File: src/tprt_pkg.sv
// Shared types, codes and constants for the touchpad relative motion and tap block.
package tprt_pkg;

    // Request codes on req_type
    localparam logic [1:0] REQ_BEGIN = 2'd0;
    localparam logic [1:0] REQ_MOVE  = 2'd1;
    localparam logic [1:0] REQ_END   = 2'd2;

    // Action codes on the result channel
    localparam logic [1:0] ACT_MOVE = 2'd0;
    localparam logic [1:0] ACT_DOWN = 2'd1;
    localparam logic [1:0] ACT_UP   = 2'd2;

    // Configuration register indexes
    localparam logic [1:0] CFG_INV_SCALE    = 2'd0;
    localparam logic [1:0] CFG_DENSITY      = 2'd1;
    localparam logic [1:0] CFG_TAP_MAX_TIME = 2'd2;

    // Configuration reset values
    localparam logic [15:0] INV_SCALE_RST    = 16'd256;
    localparam logic [15:0] DENSITY_RST      = 16'd256;
    localparam logic [23:0] TAP_MAX_TIME_RST = 24'd300000;

    // Field widths fixed by the interface
    localparam int POS_W    = 16;
    localparam int TIME_W   = 40;
    localparam int DELTA_W  = 16;
    localparam int TRAVEL_W = 24;
    localparam int CFG_W    = 24;

    // Operand pair routed to the shared multiplier
    typedef enum logic [1:0] {
        MUL_XX,
        MUL_YY,
        MUL_XS,
        MUL_YS
    } mul_sel_t;

    typedef enum logic [3:0] {
        ST_IDLE,
        ST_DECODE,
        ST_MUL_XX,
        ST_MUL_YY,
        ST_MUL_XS,
        ST_MUL_YS,
        ST_WY,
        ST_ROOT,
        ST_COMMIT,
        ST_TEST,
        ST_EMIT_MOVE,
        ST_EMIT_DOWN,
        ST_EMIT_UP
    } tprt_state_t;

    // Commands from the controller to the datapath
    typedef struct packed {
        logic       load_req;
        logic       begin_slide;
        mul_sel_t   mul_sel;
        logic       prod_load;
        logic       sum_first;
        logic       sum_add;
        logic       root_start;
        logic       wx_load;
        logic       wy_load;
        logic       commit;
        logic       test;
        logic       emit;
        logic [1:0] emit_action;
        logic       emit_last;
    } tprt_cmd_t;

    // Status from the datapath to the controller
    typedef struct packed {
        logic [1:0] req_type;
        logic       slide_on;
        logic       root_done;
        logic       move_nz;
        logic       tap_ok;
        logic       out_free;
    } tprt_sts_t;

endpackage

File: src/touchpad_relative_motion_tap_core.sv
// Top level: touchpad relative motion with tap to click.
//
// Request channel (req_valid / req_stall) takes one touch beat: begin, move or end
// with a position and a timestamp. Result channel (rsp_valid / rsp_stall) gives
// zero to three beats per request: a relative move when a whole pixel delta shows
// up, then button down and button up when an end closes a short, still touch.
// The last beat of a request carries last; the first beat of a slide carries
// gesture_start.
// One request is in work at a time. A begin is accepted, decoded and then the block
// is idle again. A move or end makes four passes through the shared multiplier, then
// the bit-serial square root (17 iterations, one root bit per cycle) for the step
// length, then commit, tap test and the result beats; the move slot is passed even
// with no move. A result waiting in the output register does not block the next
// request; a stalled receiver holds the beat and, once a second beat is due, holds
// the controller until the register frees, adding those stall cycles.
// Reset clears the slide and loads the configuration defaults; configuration is
// written with cfg_we / cfg_index / cfg_data, and the user must write it only while
// the block is idle; the block itself does not enforce this.
module touchpad_relative_motion_tap_core #(
    parameter int POS_FRAC_BITS   = 4,
    parameter int SCALE_FRAC_BITS = 8
) (
    input  logic                                 clk,
    input  logic                                 rst_n,
    input  logic                                 cfg_we,
    input  logic [1:0]                           cfg_index,
    input  logic [tprt_pkg::CFG_W-1:0]           cfg_data,
    input  logic                                 req_valid,
    output logic                                 req_stall,
    input  logic [1:0]                           req_type,
    input  logic [tprt_pkg::POS_W-1:0]           pos_x,
    input  logic [tprt_pkg::POS_W-1:0]           pos_y,
    input  logic [tprt_pkg::TIME_W-1:0]          time_us,
    output logic                                 rsp_valid,
    input  logic                                 rsp_stall,
    output logic [1:0]                           action,
    output logic signed [tprt_pkg::DELTA_W-1:0]  delta_x,
    output logic signed [tprt_pkg::DELTA_W-1:0]  delta_y,
    output logic                                 gesture_start,
    output logic [tprt_pkg::TIME_W-1:0]          stamp_us,
    output logic                                 last
);

    import tprt_pkg::*;

    tprt_cmd_t cmd;
    tprt_sts_t sts;

    tprt_ctrl u_ctrl (
        .clk       (clk),
        .rst_n     (rst_n),
        .req_valid (req_valid),
        .req_stall (req_stall),
        .sts       (sts),
        .cmd       (cmd)
    );

    tprt_dp #(
        .POS_FRAC_BITS   (POS_FRAC_BITS),
        .SCALE_FRAC_BITS (SCALE_FRAC_BITS)
    ) u_dp (
        .clk           (clk),
        .rst_n         (rst_n),
        .cfg_we        (cfg_we),
        .cfg_index     (cfg_index),
        .cfg_data      (cfg_data),
        .req_type      (req_type),
        .pos_x         (pos_x),
        .pos_y         (pos_y),
        .time_us       (time_us),
        .rsp_stall     (rsp_stall),
        .cmd           (cmd),
        .sts           (sts),
        .rsp_valid     (rsp_valid),
        .action        (action),
        .delta_x       (delta_x),
        .delta_y       (delta_y),
        .gesture_start (gesture_start),
        .stamp_us      (stamp_us),
        .last          (last)
    );

endmodule

File: src/tprt_isqrt.sv
// Iterative integer square root, one root bit per cycle.
module tprt_isqrt #(
    parameter int RAD_W = 34
) (
    input  logic                 clk,
    input  logic                 rst_n,
    input  logic                 start,
    input  logic [RAD_W-1:0]     radicand,
    output logic [RAD_W/2-1:0]   root,
    output logic                 done
);

    localparam int ROOT_W = RAD_W / 2;
    localparam int REM_W  = ROOT_W + 1;
    localparam int WORK_W = ROOT_W + 3;
    localparam int CNT_W  = $clog2(ROOT_W + 1);

    logic [RAD_W-1:0]  rad_reg;
    logic [REM_W-1:0]  rem_reg;
    logic [ROOT_W-1:0] root_reg;
    logic [CNT_W-1:0]  cnt_reg;
    logic              busy_reg;
    logic              done_reg;

    logic [WORK_W-1:0] rem_sh;
    logic [WORK_W-1:0] trial;
    logic              fits;

    // Bring down the next two radicand bits and try the next root bit
    assign rem_sh = {rem_reg, rad_reg[RAD_W-1 -: 2]};
    assign trial  = WORK_W'({root_reg, 2'b01});
    assign fits   = rem_sh >= trial;

    // Control: count the root bits
    always_ff @(posedge clk or negedge rst_n)
    begin
        if (!rst_n)
        begin
            busy_reg <= 1'b0;
            done_reg <= 1'b0;
            cnt_reg  <= '0;
        end
        else if (start)
        begin
            busy_reg <= 1'b1;
            done_reg <= 1'b0;
            cnt_reg  <= CNT_W'(ROOT_W);
        end
        else if (busy_reg)
        begin
            cnt_reg <= cnt_reg - 1'b1;
            if (cnt_reg == CNT_W'(1))
            begin
                busy_reg <= 1'b0;
                done_reg <= 1'b1;
            end
        end
    end

    // Data: shift radicand, update remainder and root
    always_ff @(posedge clk)
    begin
        if (start)
        begin
            rad_reg  <= radicand;
            rem_reg  <= '0;
            root_reg <= '0;
        end
        else if (busy_reg)
        begin
            rad_reg <= {rad_reg[RAD_W-3:0], 2'b00};
            if (fits)
            begin
                rem_reg  <= REM_W'(rem_sh - trial);
                root_reg <= {root_reg[ROOT_W-2:0], 1'b1};
            end
            else
            begin
                rem_reg  <= REM_W'(rem_sh);
                root_reg <= {root_reg[ROOT_W-2:0], 1'b0};
            end
        end
    end

    assign root = root_reg;
    assign done = done_reg;

endmodule

File: src/tprt_ctrl.sv
// Controller state machine: sequences accept, multiply, root, commit, tap test and result beats.
module tprt_ctrl (
    input  logic              clk,
    input  logic              rst_n,
    input  logic              req_valid,
    output logic              req_stall,
    input  tprt_pkg::tprt_sts_t sts,
    output tprt_pkg::tprt_cmd_t cmd
);

    import tprt_pkg::*;

    tprt_state_t state_reg;
    tprt_state_t state_next;

    // State register
    always_ff @(posedge clk or negedge rst_n)
    begin
        if (!rst_n)
        begin
            state_reg <= ST_IDLE;
        end
        else
        begin
            state_reg <= state_next;
        end
    end

    // Next state and commands
    always_comb
    begin
        state_next = state_reg;
        cmd        = '0;
        cmd.mul_sel = MUL_XX;
        cmd.emit_action = ACT_MOVE;

        case (state_reg)
            ST_IDLE:
            begin
                if (req_valid)
                begin
                    cmd.load_req = 1'b1;
                    state_next   = ST_DECODE;
                end
            end
            ST_DECODE:
            begin
                if (sts.req_type == REQ_BEGIN)
                begin
                    cmd.begin_slide = 1'b1;
                    state_next      = ST_IDLE;
                end
                else if ((sts.req_type inside {REQ_MOVE, REQ_END}) && sts.slide_on)
                begin
                    state_next = ST_MUL_XX;
                end
                else
                begin
                    state_next = ST_IDLE;
                end
            end
            ST_MUL_XX:
            begin
                cmd.mul_sel   = MUL_XX;
                cmd.prod_load = 1'b1;
                state_next    = ST_MUL_YY;
            end
            ST_MUL_YY:
            begin
                cmd.mul_sel   = MUL_YY;
                cmd.prod_load = 1'b1;
                cmd.sum_first = 1'b1;
                state_next    = ST_MUL_XS;
            end
            ST_MUL_XS:
            begin
                cmd.mul_sel   = MUL_XS;
                cmd.prod_load = 1'b1;
                cmd.sum_add   = 1'b1;
                state_next    = ST_MUL_YS;
            end
            ST_MUL_YS:
            begin
                cmd.mul_sel    = MUL_YS;
                cmd.prod_load  = 1'b1;
                cmd.wx_load    = 1'b1;
                cmd.root_start = 1'b1;
                state_next     = ST_WY;
            end
            ST_WY:
            begin
                cmd.wy_load = 1'b1;
                state_next  = ST_ROOT;
            end
            ST_ROOT:
            begin
                if (sts.root_done)
                begin
                    state_next = ST_COMMIT;
                end
            end
            ST_COMMIT:
            begin
                cmd.commit = 1'b1;
                state_next = ST_TEST;
            end
            ST_TEST:
            begin
                cmd.test   = 1'b1;
                state_next = ST_EMIT_MOVE;
            end
            ST_EMIT_MOVE:
            begin
                if (!sts.move_nz)
                begin
                    state_next = sts.tap_ok ? ST_EMIT_DOWN : ST_IDLE;
                end
                else if (sts.out_free)
                begin
                    cmd.emit        = 1'b1;
                    cmd.emit_action = ACT_MOVE;
                    cmd.emit_last   = !sts.tap_ok;
                    state_next      = sts.tap_ok ? ST_EMIT_DOWN : ST_IDLE;
                end
            end
            ST_EMIT_DOWN:
            begin
                if (sts.out_free)
                begin
                    cmd.emit        = 1'b1;
                    cmd.emit_action = ACT_DOWN;
                    state_next      = ST_EMIT_UP;
                end
            end
            ST_EMIT_UP:
            begin
                if (sts.out_free)
                begin
                    cmd.emit        = 1'b1;
                    cmd.emit_action = ACT_UP;
                    cmd.emit_last   = 1'b1;
                    state_next      = ST_IDLE;
                end
            end
            default:
            begin
                state_next = ST_IDLE;
            end
        endcase
    end

    assign req_stall = (state_reg != ST_IDLE);

endmodule

File: src/tprt_dp.sv
// Datapath: configuration, slide state, shared multiplier, root unit and result register.
module tprt_dp #(
    parameter int POS_FRAC_BITS   = 4,
    parameter int SCALE_FRAC_BITS = 8
) (
    input  logic                          clk,
    input  logic                          rst_n,
    input  logic                          cfg_we,
    input  logic [1:0]                    cfg_index,
    input  logic [tprt_pkg::CFG_W-1:0]    cfg_data,
    input  logic [1:0]                    req_type,
    input  logic [tprt_pkg::POS_W-1:0]    pos_x,
    input  logic [tprt_pkg::POS_W-1:0]    pos_y,
    input  logic [tprt_pkg::TIME_W-1:0]   time_us,
    input  logic                          rsp_stall,
    input  tprt_pkg::tprt_cmd_t           cmd,
    output tprt_pkg::tprt_sts_t           sts,
    output logic                          rsp_valid,
    output logic [1:0]                    action,
    output logic signed [tprt_pkg::DELTA_W-1:0] delta_x,
    output logic signed [tprt_pkg::DELTA_W-1:0] delta_y,
    output logic                          gesture_start,
    output logic [tprt_pkg::TIME_W-1:0]   stamp_us,
    output logic                          last
);

    import tprt_pkg::*;

    localparam int FRAC_W  = POS_FRAC_BITS + SCALE_FRAC_BITS;
    localparam int CARRY_W = FRAC_W + 1;
    localparam int STEP_W  = POS_W + 1;
    localparam int MUL_W   = 2 * STEP_W;
    localparam int WX_W    = MUL_W + 1;
    localparam int RAD_W   = MUL_W;
    localparam int ROOT_W  = RAD_W / 2;
    localparam int CMP_W   = TRAVEL_W + SCALE_FRAC_BITS + POS_FRAC_BITS;
    localparam logic [15:0] UNITY_SCALE = 16'(1 << SCALE_FRAC_BITS);
    localparam logic [WX_W-1:0] FRAC_MASK = {{(WX_W - FRAC_W){1'b0}}, {FRAC_W{1'b1}}};
    localparam logic [CARRY_W-1:0] CARRY_MIN = {1'b1, {FRAC_W{1'b0}}};

    // Configuration
    logic [15:0] inv_scale_reg;
    logic [15:0] density_reg;
    logic [23:0] tap_max_time_reg;

    // Slide state
    logic                      slide_on_reg;
    logic                      start_flag_sent_reg;
    logic [POS_W-1:0]          prev_x_reg;
    logic [POS_W-1:0]          prev_y_reg;
    logic signed [CARRY_W-1:0] carry_x_reg;
    logic signed [CARRY_W-1:0] carry_y_reg;
    logic [TIME_W-1:0]         start_time_reg;
    logic [TRAVEL_W-1:0]       travel_reg;

    // Latched request
    logic [1:0]                req_type_reg;
    logic [POS_W-1:0]          pos_x_reg;
    logic [POS_W-1:0]          pos_y_reg;
    logic [TIME_W-1:0]         time_reg;

    // Work registers
    logic signed [MUL_W-1:0]   prod_reg;
    logic [RAD_W-1:0]          sumsq_reg;
    logic signed [WX_W-1:0]    wx_reg;
    logic signed [WX_W-1:0]    wy_reg;
    logic signed [DELTA_W-1:0] dx_reg;
    logic signed [DELTA_W-1:0] dy_reg;
    logic                      move_nz_reg;
    logic                      tap_ok_reg;

    // Result register
    logic                      rsp_valid_reg;
    logic [1:0]                action_reg;
    logic signed [DELTA_W-1:0] delta_x_reg;
    logic signed [DELTA_W-1:0] delta_y_reg;
    logic                      gesture_start_reg;
    logic [TIME_W-1:0]         stamp_reg;
    logic                      last_reg;

    logic signed [STEP_W-1:0]  step_x;
    logic signed [STEP_W-1:0]  step_y;
    logic signed [STEP_W-1:0]  scale_op;
    logic [15:0]               scale_eff;
    logic signed [STEP_W-1:0]  mul_a;
    logic signed [STEP_W-1:0]  mul_b;
    logic signed [MUL_W-1:0]   mul_p;
    logic [ROOT_W-1:0]         root;
    logic                      root_done;
    logic signed [WX_W-1:0]    whole_x;
    logic signed [WX_W-1:0]    whole_y;
    logic [TRAVEL_W:0]         travel_sum;
    logic [TIME_W-1:0]         elapsed;
    logic [CMP_W-1:0]          travel_cmp;
    logic [CMP_W-1:0]          slop_cmp;
    logic                      out_free;

    // Truncate toward zero by an arithmetic shift with a bias on negatives
    function automatic logic signed [WX_W-1:0] trunc_whole(input logic signed [WX_W-1:0] w);
        logic signed [WX_W-1:0] biased;
        biased = w[WX_W-1] ? (w + signed'(FRAC_MASK)) : w;
        return biased >>> FRAC_W;
    endfunction

    // Clamp to the signed delta range
    function automatic logic signed [DELTA_W-1:0] sat_delta(input logic signed [WX_W-1:0] w);
        logic hi_ones;
        logic hi_zeros;
        hi_ones  = &w[WX_W-1:DELTA_W-1];
        hi_zeros = ~|w[WX_W-1:DELTA_W-1];
        if (hi_ones || hi_zeros)
        begin
            return w[DELTA_W-1:0];
        end
        return w[WX_W-1] ? {1'b1, {(DELTA_W-1){1'b0}}} : {1'b0, {(DELTA_W-1){1'b1}}};
    endfunction

    // Step from the previous position
    assign step_x    = signed'({1'b0, pos_x_reg}) - signed'({1'b0, prev_x_reg});
    assign step_y    = signed'({1'b0, pos_y_reg}) - signed'({1'b0, prev_y_reg});
    assign scale_eff = (inv_scale_reg == '0) ? UNITY_SCALE : inv_scale_reg;
    assign scale_op  = signed'({1'b0, scale_eff});

    // Shared multiplier operand select
    always_comb
    begin
        case (cmd.mul_sel)
            MUL_XX:
            begin
                mul_a = step_x;
                mul_b = step_x;
            end
            MUL_YY:
            begin
                mul_a = step_y;
                mul_b = step_y;
            end
            MUL_XS:
            begin
                mul_a = step_x;
                mul_b = scale_op;
            end
            MUL_YS:
            begin
                mul_a = step_y;
                mul_b = scale_op;
            end
            default:
            begin
                mul_a = step_x;
                mul_b = step_x;
            end
        endcase
    end

    assign mul_p = mul_a * mul_b;

    tprt_isqrt #(
        .RAD_W (RAD_W)
    ) u_isqrt (
        .clk      (clk),
        .rst_n    (rst_n),
        .start    (cmd.root_start),
        .radicand (sumsq_reg),
        .root     (root),
        .done     (root_done)
    );

    assign whole_x    = trunc_whole(wx_reg);
    assign whole_y    = trunc_whole(wy_reg);
    assign travel_sum = {1'b0, travel_reg} + (TRAVEL_W + 1)'(root);
    assign elapsed    = time_reg - start_time_reg;
    assign travel_cmp = CMP_W'(travel_reg) << SCALE_FRAC_BITS;
    assign slop_cmp   = (CMP_W'({density_reg, 3'b000}) + CMP_W'({density_reg, 1'b0}))
                        << POS_FRAC_BITS;
    assign out_free   = !rsp_valid_reg || !rsp_stall;

    // Configuration writes
    always_ff @(posedge clk or negedge rst_n)
    begin
        if (!rst_n)
        begin
            inv_scale_reg    <= INV_SCALE_RST;
            density_reg      <= DENSITY_RST;
            tap_max_time_reg <= TAP_MAX_TIME_RST;
        end
        else if (cfg_we)
        begin
            case (cfg_index)
                CFG_INV_SCALE:    inv_scale_reg    <= cfg_data[15:0];
                CFG_DENSITY:      density_reg      <= cfg_data[15:0];
                CFG_TAP_MAX_TIME: tap_max_time_reg <= cfg_data[23:0];
                default:          ;
            endcase
        end
    end

    // Slide state: begin, commit and start flag
    always_ff @(posedge clk or negedge rst_n)
    begin
        if (!rst_n)
        begin
            slide_on_reg        <= 1'b0;
            start_flag_sent_reg <= 1'b0;
            prev_x_reg          <= '0;
            prev_y_reg          <= '0;
            carry_x_reg         <= '0;
            carry_y_reg         <= '0;
            start_time_reg      <= '0;
            travel_reg          <= '0;
        end
        else
        begin
            if (cmd.begin_slide)
            begin
                slide_on_reg        <= 1'b1;
                start_flag_sent_reg <= 1'b0;
                prev_x_reg          <= pos_x_reg;
                prev_y_reg          <= pos_y_reg;
                carry_x_reg         <= '0;
                carry_y_reg         <= '0;
                start_time_reg      <= time_reg;
                travel_reg          <= '0;
            end
            if (cmd.commit)
            begin
                prev_x_reg  <= pos_x_reg;
                prev_y_reg  <= pos_y_reg;
                carry_x_reg <= CARRY_W'(wx_reg - (whole_x <<< FRAC_W));
                carry_y_reg <= CARRY_W'(wy_reg - (whole_y <<< FRAC_W));
                travel_reg  <= travel_sum[TRAVEL_W] ? {TRAVEL_W{1'b1}}
                                                    : travel_sum[TRAVEL_W-1:0];
                if (req_type_reg == REQ_END)
                begin
                    slide_on_reg <= 1'b0;
                end
            end
            if (cmd.emit)
            begin
                start_flag_sent_reg <= 1'b1;
            end
        end
    end

    // Latch the request beat and run the arithmetic steps
    always_ff @(posedge clk)
    begin
        if (cmd.load_req)
        begin
            req_type_reg <= req_type;
            pos_x_reg    <= pos_x;
            pos_y_reg    <= pos_y;
            time_reg     <= time_us;
        end
        if (cmd.prod_load)
        begin
            prod_reg <= mul_p;
        end
        if (cmd.sum_first)
        begin
            sumsq_reg <= $unsigned(prod_reg);
        end
        else if (cmd.sum_add)
        begin
            sumsq_reg <= sumsq_reg + $unsigned(prod_reg);
        end
        if (cmd.wx_load)
        begin
            wx_reg <= WX_W'(prod_reg) + WX_W'(carry_x_reg);
        end
        if (cmd.wy_load)
        begin
            wy_reg <= WX_W'(prod_reg) + WX_W'(carry_y_reg);
        end
        if (cmd.commit)
        begin
            dx_reg      <= sat_delta(whole_x);
            dy_reg      <= sat_delta(whole_y);
            move_nz_reg <= (whole_x != '0) || (whole_y != '0);
        end
        if (cmd.test)
        begin
            tap_ok_reg <= (req_type_reg == REQ_END)
                          && (elapsed <= TIME_W'(tap_max_time_reg))
                          && (travel_cmp <= slop_cmp);
        end
    end

    // Result register: load on emit, drop once taken
    always_ff @(posedge clk or negedge rst_n)
    begin
        if (!rst_n)
        begin
            rsp_valid_reg <= 1'b0;
        end
        else if (cmd.emit)
        begin
            rsp_valid_reg <= 1'b1;
        end
        else if (!rsp_stall)
        begin
            rsp_valid_reg <= 1'b0;
        end
    end

    always_ff @(posedge clk)
    begin
        if (cmd.emit)
        begin
            action_reg        <= cmd.emit_action;
            delta_x_reg       <= (cmd.emit_action == ACT_MOVE) ? dx_reg : '0;
            delta_y_reg       <= (cmd.emit_action == ACT_MOVE) ? dy_reg : '0;
            gesture_start_reg <= !start_flag_sent_reg;
            stamp_reg         <= time_reg;
            last_reg          <= cmd.emit_last;
        end
    end

    assign sts.req_type  = req_type_reg;
    assign sts.slide_on  = slide_on_reg;
    assign sts.root_done = root_done;
    assign sts.move_nz   = move_nz_reg;
    assign sts.tap_ok    = tap_ok_reg;
    assign sts.out_free  = out_free;

    assign rsp_valid     = rsp_valid_reg;
    assign action        = action_reg;
    assign delta_x       = delta_x_reg;
    assign delta_y       = delta_y_reg;
    assign gesture_start = gesture_start_reg;
    assign stamp_us      = stamp_reg;
    assign last          = last_reg;

    // A result beat never overwrites one that is still held
    a_emit_free: assert property (@(posedge clk) disable iff (!rst_n)
        cmd.emit |-> out_free)
        else $error("result loaded while previous beat still stalled");

    // Commit only uses a finished root
    a_commit_root: assert property (@(posedge clk) disable iff (!rst_n)
        cmd.commit |-> root_done)
        else $error("commit before square root finished");

    // Begin restarts the slide cleanly
    a_begin_clear: assert property (@(posedge clk) disable iff (!rst_n)
        cmd.begin_slide |=> (slide_on_reg && !start_flag_sent_reg && travel_reg == '0))
        else $error("begin did not restart the slide");

    // Travel only grows within a slide
    a_travel_mono: assert property (@(posedge clk) disable iff (!rst_n)
        !cmd.begin_slide |=> (travel_reg >= $past(travel_reg)))
        else $error("travel decreased without a begin");

    // Carried remainders stay below one pixel
    a_carry_range: assert property (@(posedge clk) disable iff (!rst_n)
        (carry_x_reg != CARRY_MIN) && (carry_y_reg != CARRY_MIN))
        else $error("carried remainder reached a whole pixel");

endmodule
File: config.mk
export PLATFORM = sky130hd
export DESIGN_NAME = touchpad_relative_motion_tap_core
export DESIGN_NICKNAME = d
export VERILOG_FILES = /design/src/tprt_pkg.sv /design/src/touchpad_relative_motion_tap_core.sv /design/src/tprt_isqrt.sv /design/src/tprt_ctrl.sv /design/src/tprt_dp.sv
export SDC_FILE = /design/constraint.sdc
export NUM_CORES = 2
export LEC_CHECK = 0
export BUFFER_PORTS_ARGS = -buffer_cell sky130_fd_sc_hd__buf_2
export CAP_MARGIN = 20
export CORE_MARGIN = 4
export CORE_UTILIZATION = 63
export CTS_CLUSTER_SIZE = 12
export DETAILED_ROUTE_END_ITERATION = 16
export GPL_ROUTABILITY_DRIVEN = 0
export HOLD_SLACK_MARGIN = 0.06
export PLACE_DENSITY = 0.81
export SYNTH_ARGS = -nofsm -noshare
export SYNTH_HDL_FRONTEND = slang
export SYNTH_HIERARCHICAL = 1
export SYNTH_SLANG_ARGS = --single-unit
File: constraint.sdc
create_clock -name clk -period 13.2 [get_ports clk]
set_input_delay 0 -clock clk [delete_from_list [all_inputs] [get_ports clk]]
set_output_delay 0 -clock clk [all_outputs]
set_load 0.01 [all_outputs]
==> impl_results.md <==
* Outcome: finished clean
* DP Worst Slack at just over 3 ns
* Max Fclk at 97.1 MHz
* Via density at between 6 and 7
* Area share of the largest cell type after synthesis at about a quarter
* Seq cells post-synth at between 500 and 600
* Rel. slew slack at about a fifth
* First-pass GRT wire length at 176,000 µm
* Slew @ Worst Pin at about 1.1 ns
* Startpoint types: register
* Worst Slack Setup Final at approximately 2.9 ns
* Die Width at 274 µm
* Fin nets at ~5,400
* Largest net degree at the start of global routing at just over 80
* Drt total wl at 108,000 µm
* Top_reg_cell synth: edfxtp_1
* Syn Inst Count at around 4,300
* Num Clock Sinks at 583
* Layout cells sized above 1 at between 10 and 15%
* Final hold vios at 0
* Initial Util at a little under two thirds
* Post-synth cell types at 104
* Slowest-stage cell, CP: or2_2
* CP Data Required Time at around 14 ns
* Most frequent cells in the layout: inv_1, nand2_1, edfxtp_1
* Syn avg cell area at slightly above 10 µm²
* Crit path time final at around 10 ns
* Setup_tns at 0 ns
* Type of the worst min-delay path: input port to register
* Max Slew Vio Count at 0
* Synth top area cells: edfxtp_1, fa_1, dfrtp_1, ha_1, inv_1
* H-tree depth at 3
* Starting DRT DRC Count at about 3,100
* Yosys warnings at 6
* Max-capacitance violation count at 0
* DIE HEIGHT at between 200 and 300 µm
* Initial antenna violation count at 1
* Die ar. at between 70,000 and 80,000 µm²
* Total GRT Usage at between 20% and 30%
* Clock Skew at 0.0284 ns
* CP most frequent cell: fa_1
* Worst-path clk slew at approximately 0.060 ns
* Via Count at ~34,000
* Pre-Repair DR Iteration Count at 7
* FFs w/ async S/R, synth at 32.9%
* Cell Rows at slightly below 100
* Clock Tree Buf Depth at 3
* IO Count at approximately 180
* CP Max Fanout at 69
* Dpl hpwl at between 70,000 and 80,000 µm
* Grt ovf at 0
* Port bufs at roughly 180
* Unrepaired setup endpoints after global routing: no
* Utilization after layout at a little under three quarters
* Worst endpoint data arrival time at approximately 11 ns
* CTS Buf Count at 67
* Final antenna-violating net count at 0
* Post-Syn Area at 44,400 µm²
* Setup violators final at 0
* Crit share post-route at roughly 80%
* Number of global-route vias before repair at 34,361
* Crit path largest cell delay at 0.71 ns
* Share of the yosys chip area belonging to registers at 36.5%
* Crit path capture type: register
* Clk_lat worst skew at 0.62 ns
* Area grow syn2layout at 11.9%
* EDFF count, synth at approximately 360
* CTS tree: built
* Critical path type: register to register
* Syn Nets at 5,107
* Core box area at 69,900 µm²
* Commonest non-fill, non-tap cell in the layout: inv_1
* DR WL/cell at just under 20 µm
* CTS Root Cell: clkbuf_16
* Post-synth top area cell: edfxtp_1
* DRC at 0
-- what timing repair did --
item | in CTS | in global routing
hold buffers | 105 | 0
setup endpoints to repair | 0 | 0
resized for setup | 0 | 0
endpoints found under the hold margin | 212 | 0
buffers inserted | 0 | 0
-- final timing paths --
kind                                                      startpoint                              endpoint  slack [ns]  cells after the start
worst max-delay path                 u_ctrl/state_reg[0]$_DFFE_PN0P_           u_dp/prod_reg[33]$_DFFE_PP_        2.90                     31
worst min register to register  u_dp/start_flag_sent_reg$_DFFE_PN0P_  u_dp/start_flag_sent_reg$_DFFE_PN0P_        0.48                      1
worst max register to register       u_ctrl/state_reg[0]$_DFFE_PN0P_           u_dp/prod_reg[33]$_DFFE_PP_        2.90                     31
max in group asynchronous                                      rst_n       u_dp/travel_reg[22]$_DFFE_PN0P_       10.87                      5
worst min-delay path                                     time_us[10]           u_dp/time_reg[10]$_DFFE_PP_        0.09                      2
min in group asynchronous                                      rst_n        u_dp/prev_x_reg[1]$_DFFE_PN0P_        0.43                      3
-- final cells by class --
| type | count | area, µm² |
|---|---|---|
| antenna | 1 | 2.50 |
| clock buffer | 88 | 1810 |
| clock inverter | 34 | 492 |
| fill | 4879 | 20200 |
| inverter | 539 | 2020 |
| multi-input combinational | 3098 | 25700 |
| sequential | 583 | 16200 |
| tap | 940 | 1180 |
| timing repair buffer | 320 | 2250 |
-- through the flow --
| stage | cell area [µm²] | std cells | hold slack, ns |
|---|---|---|---|
| final | 49700 | 5603 | 0.0926 |
| after global routing | 49700 | 5602 | 0.0791 |
| after CTS | 49700 | 5599 | 0.0613 |
| after detailed placement | 46300 | 5372 | 0.0377 |
| after global placement | 46300 | 5372 | 0.0325 |
| after floorplan | 44400 | 4347 | -0.296 |
-- cells by family (layout without fill, tap and decap cells) --
logic type	Yosys count	count (layout)	share of synthesized area [%]
buffers and inverters	666	981	5.75
AOI/OAI and AO/OA	890	890	13.1
other	1	2	0.00844
muxes	170	170	4.21
adders and majority gates	655	655	23.6
xor gates and xnor gates	240	240	4.73
and+or+nand+nor	1142	1142	12.1
DFF	583	583	36.5
-- critical path, delay by kind of cell (launching register included) --
kind	cells	cell delay, ns
AND/OR/NAND/NOR	9	2.41
XOR/XNOR	1	0.13
buffers and inverters	5	1.00
AO/OA/AOI/OAI	9	2.33
adder cells (fa/ha/maj)	7	3.44
flip-flops	1	0.62
-- cell usage after synthesis, types with 10 or more instances --
cell,instances
a31oi_1,30
nand4_1,34
nand2b_1,47
xnor2_1,149
inv_1,534
mux2_2,134
xor2_1,91
o21bai_1,26
o21a_1,49
a21oi_1,238
nand2_1,407
nand3_1,64
and2_1,71
or3_1,11
edfxtp_1,356
mux2i_1,35
nor3_1,49
o21ai_1,87
and3_1,29
and4_1,12
dfstp_2,10
a311oi_1,10
dfrtp_1,182
clkbuf_1,100
nor4_1,27
nor2_1,278
ha_1,350
nor3b_1,10
a21o_1,98
o211ai_1,20
fa_1,305
dfxtp_1,35
a211oi_1,28
a22o_1,26
o21ai_0,132
nor2b_1,59
a211o_1,11
o31ai_1,16
-- layer usage --
layer	part of all wire [%]	wire length [µm]	global-route usage, %	vias up
li1	-	-	-	15536
met1	40	43100	37.3	16394
met2	48	51400	48.3	1442
met3	7.7	8320	5.60	388
met4	4.9	5300	13.2	2
met5	0.011	12	0	-
Power is left out: the tool's default activity adds up to more than one toggle a clock period on the data nets, which glitch-free logic cannot reach.
